[config.mk]
export PLATFORM = sky130hd
export DESIGN_NAME = swrm_root
export DESIGN_NICKNAME = d
export VERILOG_FILES = /design/src/rtl/swrm_pkg.sv /design/src/rtl/swrm_root.sv
export SDC_FILE = /design/constraint.sdc
export NUM_CORES = 1
export LEC_CHECK = 0
export BUFFER_PORTS_ARGS = -buffer_cell sky130_fd_sc_hd__buf_2
export CAP_MARGIN = 10
export CORE_ASPECT_RATIO = 1.4
export CORE_UTILIZATION = 50
export CTS_BUF_LIST = sky130_fd_sc_hd__clkbuf_8
export CTS_CLUSTER_DIAMETER = 30
export DETAILED_ROUTE_END_ITERATION = 10
export HOLD_SLACK_MARGIN = 0.06
export PLACE_DENSITY = 0.72
export SLEW_MARGIN = 40
export SYNTH_ARGS = -nofsm -noshare
export SYNTH_HDL_FRONTEND = slang
export SYNTH_SLANG_ARGS = --single-unit
[constraint.sdc]
create_clock -name clk -period 7.7 [get_ports clk]
set_input_delay 1.155 -clock clk [delete_from_list [all_inputs] [get_ports clk]]
set_output_delay 1.155 -clock clk [all_outputs]
set_load 0.03 [all_outputs]
[src/rtl/swrm_pkg.sv]
// ----------------------------------------------------------------------------
// swrm_pkg
// Shared types and constants of the sparse window rms meter.
// ----------------------------------------------------------------------------
package swrm_pkg;

	localparam int LEN_W      = 13;
	localparam int LEN_RESET  = 1024;
	localparam int SAMPLE_W   = 16;
	localparam int SQ_W       = 31;
	localparam int TAPS       = 16;
	localparam int TAP_SHIFT  = $clog2(TAPS);
	localparam int TAP_CNT_W  = $clog2(TAPS + 1);
	localparam int OFF_W      = LEN_W + TAP_SHIFT;
	localparam int SUM_W      = SQ_W + TAP_SHIFT;
	localparam int RAD_W      = 32;
	localparam int ROOT_W     = 16;
	localparam int REM_W      = ROOT_W + 3;
	localparam int STEP_CNT_W = $clog2(ROOT_W + 1);
	localparam int ADDR_W     = 3;
	localparam int REG_SEL_B  = 2;

	// register indexes
	localparam logic REG_WINDOW_LENGTH = 1'b0;

	typedef enum logic [2:0] {
		ST_CLEAR,
		ST_IDLE,
		ST_SQUARE,
		ST_WRITE,
		ST_READ,
		ST_ROOT,
		ST_DONE
	} state_t;

	typedef struct packed {
		logic             start;
		logic [RAD_W-1:0] radicand;
	} root_cmd_t;

	typedef struct packed {
		logic              done;
		logic [ROOT_W-1:0] root;
	} root_rsp_t;

endpackage

[src/rtl/swrm_root.sv]
// ----------------------------------------------------------------------------
// swrm_root
// Iterative integer square root, one result bit per cycle (floor).
// ----------------------------------------------------------------------------
module swrm_root (
	input  logic                clk,
	input  logic                arst_n,
	input  swrm_pkg::root_cmd_t cmd,
	output swrm_pkg::root_rsp_t rsp
);

	logic [swrm_pkg::RAD_W-1:0]      rad_q;
	logic [swrm_pkg::REM_W-1:0]      rem_q;
	logic [swrm_pkg::ROOT_W-1:0]     root_q;
	logic [swrm_pkg::STEP_CNT_W-1:0] cnt_q;
	logic                            done_q;

	logic [swrm_pkg::REM_W-1:0] rem_sh;
	logic [swrm_pkg::REM_W-1:0] trial;
	logic                       fits;

	// shared compare and subtract
	always_comb begin
		rem_sh = {rem_q[swrm_pkg::REM_W-3:0], rad_q[swrm_pkg::RAD_W-1 -: 2]};
		trial  = swrm_pkg::REM_W'({root_q, 2'b01});
		fits   = rem_sh >= trial;
	end

	always_ff @(posedge clk or negedge arst_n) begin
		if (!arst_n) begin
			cnt_q  <= '0;
			done_q <= 1'b0;
		end else if (cmd.start) begin
			cnt_q  <= swrm_pkg::STEP_CNT_W'(swrm_pkg::ROOT_W);
			done_q <= 1'b0;
		end else begin
			done_q <= cnt_q == swrm_pkg::STEP_CNT_W'(1);
			if (cnt_q != '0) begin
				cnt_q <= cnt_q - swrm_pkg::STEP_CNT_W'(1);
			end
		end
	end

	always_ff @(posedge clk) begin
		if (cmd.start) begin
			rad_q  <= cmd.radicand;
			rem_q  <= '0;
			root_q <= '0;
		end else if (cnt_q != '0) begin
			rad_q  <= {rad_q[swrm_pkg::RAD_W-3:0], 2'b00};
			rem_q  <= fits ? rem_sh - trial : rem_sh;
			root_q <= {root_q[swrm_pkg::ROOT_W-2:0], fits};
		end
	end

	assign rsp.done = done_q;
	assign rsp.root = root_q;

endmodule

==> metrics <==
clock root cell=clkbuf_8; Die H=103 µm; RSZ-0062 raised after global routing=false; Worst Skew=0.0113 ns; CTS tree=built; slew margin rel.=52.3%; Hold Crit Depth=2; post-synth top area share=26.2%; synthesized area=3670 µm²; max cap viols=0; crit-path max FO=49; PortBufs=51; fin worst setup slack=4.77 ns; EDFF count, synth=32; Post-Syn Nets=399; placed instance area=3970 µm²; # diodes=0; Net Sw Frac=37.8%; synthesized flop and latch total=71; Worst-Skew Late Latency=0.36 ns; pin count of the biggest net entering global routing=50; min-delay src=rem_q[12]; initial antenna violation count=0; Hold-fix buffers, CTS=0; drt drc=0; DP Worst Slack=4.21 ns; clock slew seen by the registers of the worst setup and hold paths=0.08 ns; CTS resizes=0; first-pass GRT wire length=11,900 µm; Core ar.=7030 µm²; Num CTS Buffers=9; final period utilization=38.1%; Multi-input gate area=1730 µm²; most common cell after layout, fill and taps aside=buf_2; Peak VDD IR=0.000188 V; synthesis warning total=0; clock share of power=21.7%; final setup TNS=0 ns; Leak=1.77 nW; final setup vio count=0; slowest stage delay, CP=0.65 ns; Starting Density=52.3%; Final Max Slew Viols=0; Mapped Cells=343; DP HPWL=5150 µm; P per Cell Area=399 nW/µm²; vias in the first global route=2,678; routed wire length=7270 µm; GP Congestion=0.872; Worst Reg-to-Reg Cells=9; worst-path cell chain=buf_4, nor4_1, and2_1, inv_4, o22ai_1; Reg area=1770 µm²; worst path required time=7.96 ns; final hold viol count=0; via count=2,713; Wirelength per Cell=14.8 µm; reg2reg start=root_q[0]; Worst Setup End Kind=flip-flop; CP startpoint kind=input port; outcome=completed; main area contributors after synthesis=edfxtp_1 26%, dfxtp_1 18%, mux2_2 9.2%, ha_1 7.2%, dfrtp_1 4.1%; hold crit path type=reg2reg; Pint=1.05 mW; Tot Pwr=1.68 mW; slowest cell on the critical path=and2_1; area grow syn2layout=14.7%; Cell variety after synth=50; fill cell count=647; sequential area share after synthesis=48.2%; Final ANT Viol Nets=0; Final nets=446; Min Clock Period, post-route=2.93 ns; WP data arrival=3.19 ns; GRT overflow=0; 1st-iter DRT viols=189; layout cell share with drive strength beyond 1=26.1%; ys flop type=dfxtp_1; full die area=7700 µm²; Gate power share=45.2%; FF-to-FF setup slack=4.88 ns; Synth area leader=edfxtp_1; clk buf depth=2; Worst R2R End=rem_q[14]; fmax=341 MHz; Num Clock Sinks=71; die width=74.4 µm; Worst Max-Slew Pin Slew=0.715 ns; Worst Hold End=rem_q[12]; Vias/cell=5.54; I/O pins=52; Crit Path Category=in2reg; GRT Util Overall=20.9%; Psw=0.634 mW; Sequential Power Share=33.1%; mean post-synth cell area=10.7 µm²; iteration count of the initial detailed-routing pass=4; Post-synth ARST share=8.45%; postcts setup bufs=0; most frequent cells in the layout=50 x buf_2, 33 x dfxtp_1, 32 x edfxtp_1; num rows=36; htree depth=3; fin area=4210 µm²
[registers in the layout, summed over array words and instances, names as in the netlist]
register,count
root_q,16
rad_q,32
cnt_q,5
rem_q,17
done_q,1
[critical path, delay by kind of cell]
| kind | cells | cell delay, ns |
|---|---|---|
| buffers and inverters | 2 | 0.64 |
| AOI/OAI and AO/OA | 1 | 0.30 |
| and+or+nand+nor | 2 | 1.06 |
[power by group through the flow]
stage | Combinational [mW] | Sequential (mW) | Clock, mW
CTS | 0.763 | 0.556 | 0.368
floorplan | 0.627 | 0.556 | 0
finish | 0.760 | 0.555 | 0.364
global placement | 0.733 | 0.559 | 0
global route | 0.845 | 0.566 | 0.381
detailed placement | 0.754 | 0.563 | 0
[Yosys cell counts, types with 4 or more instances]
cell / number
dfxtp_1: 33
edfxtp_1: 32
mux2_2: 30
nand2_1: 25
inv_1: 23
ha_1: 21
a21oi_1: 19
o21ai_1: 19
o22ai_1: 17
nor2_1: 13
mux2i_1: 12
xor2_1: 8
nor3_1: 7
clkbuf_1: 6
dfrtp_1: 6
xnor2_1: 6
and2_1: 5
buf_2: 5
nor4_1: 4
o2bb2a_1: 4
[logic make-up (layout without fill, tap and decap cells)]
family	Yosys count	in the layout	synth area share [%]
xor gates and xnor gates	14	14	3.34
AOI/OAI and AO/OA	83	83	14.2
buffers and inverters	39	91	4.70
muxes	43	43	12.8
adders and majority gates	21	21	7.15
DFF	71	71	48.2
and+or+nand+nor	72	72	9.54
[cell type report]
cell class | instances | share of cell area (%)
Sequential cell | 71 | 42.1
Multi-Input combinational cell | 233 | 41.0
Clock inverter | 7 | 2.82
Clock buffer | 9 | 2.94
Inverter | 24 | 2.20
Timing Repair Buffer | 51 | 6.12
Tap cell | 95 | 2.82
[layer usage]
layer  up-vias  share of wire [%]  GRT usage [%]
met5         -                  0              0
met4         0                2.1           10.4
met3        15                3.6           3.59
met2        62                 53           38.2
met1      1289                 41           22.9
li1       1347                  -              -
[worst max-delay path by stage]
stage	start	endpoint	cells after the start
after detailed placement	cmd[32]	cnt_q[1]	5
after floorplan	cmd[32]	rad_q[0]	5
after global placement	cmd[32]	rad_q[23]	4
after CTS	cmd[32]	cnt_q[1]	5
after global routing	root_q[0]	rem_q[14]	9
final	cmd[32]	cnt_q[1]	5
[through the flow]
| step | utilization (%) | hold slack [ns] | std cells |
|---|---|---|---|
| 4_1_cts | 59.9 | 0.477 | 490 |
| 3_3_place_gp | 56.4 | 0.457 | 474 |
| 2_1_floorplan | - | 0.444 | 343 |
| 5_1_grt | 59.9 | 0.493 | 490 |
| 3_5_place_dp | 56.4 | 0.463 | 474 |
| 6_report | 59.9 | 0.477 | 490 |
Power figures use the tool's default switching activity.
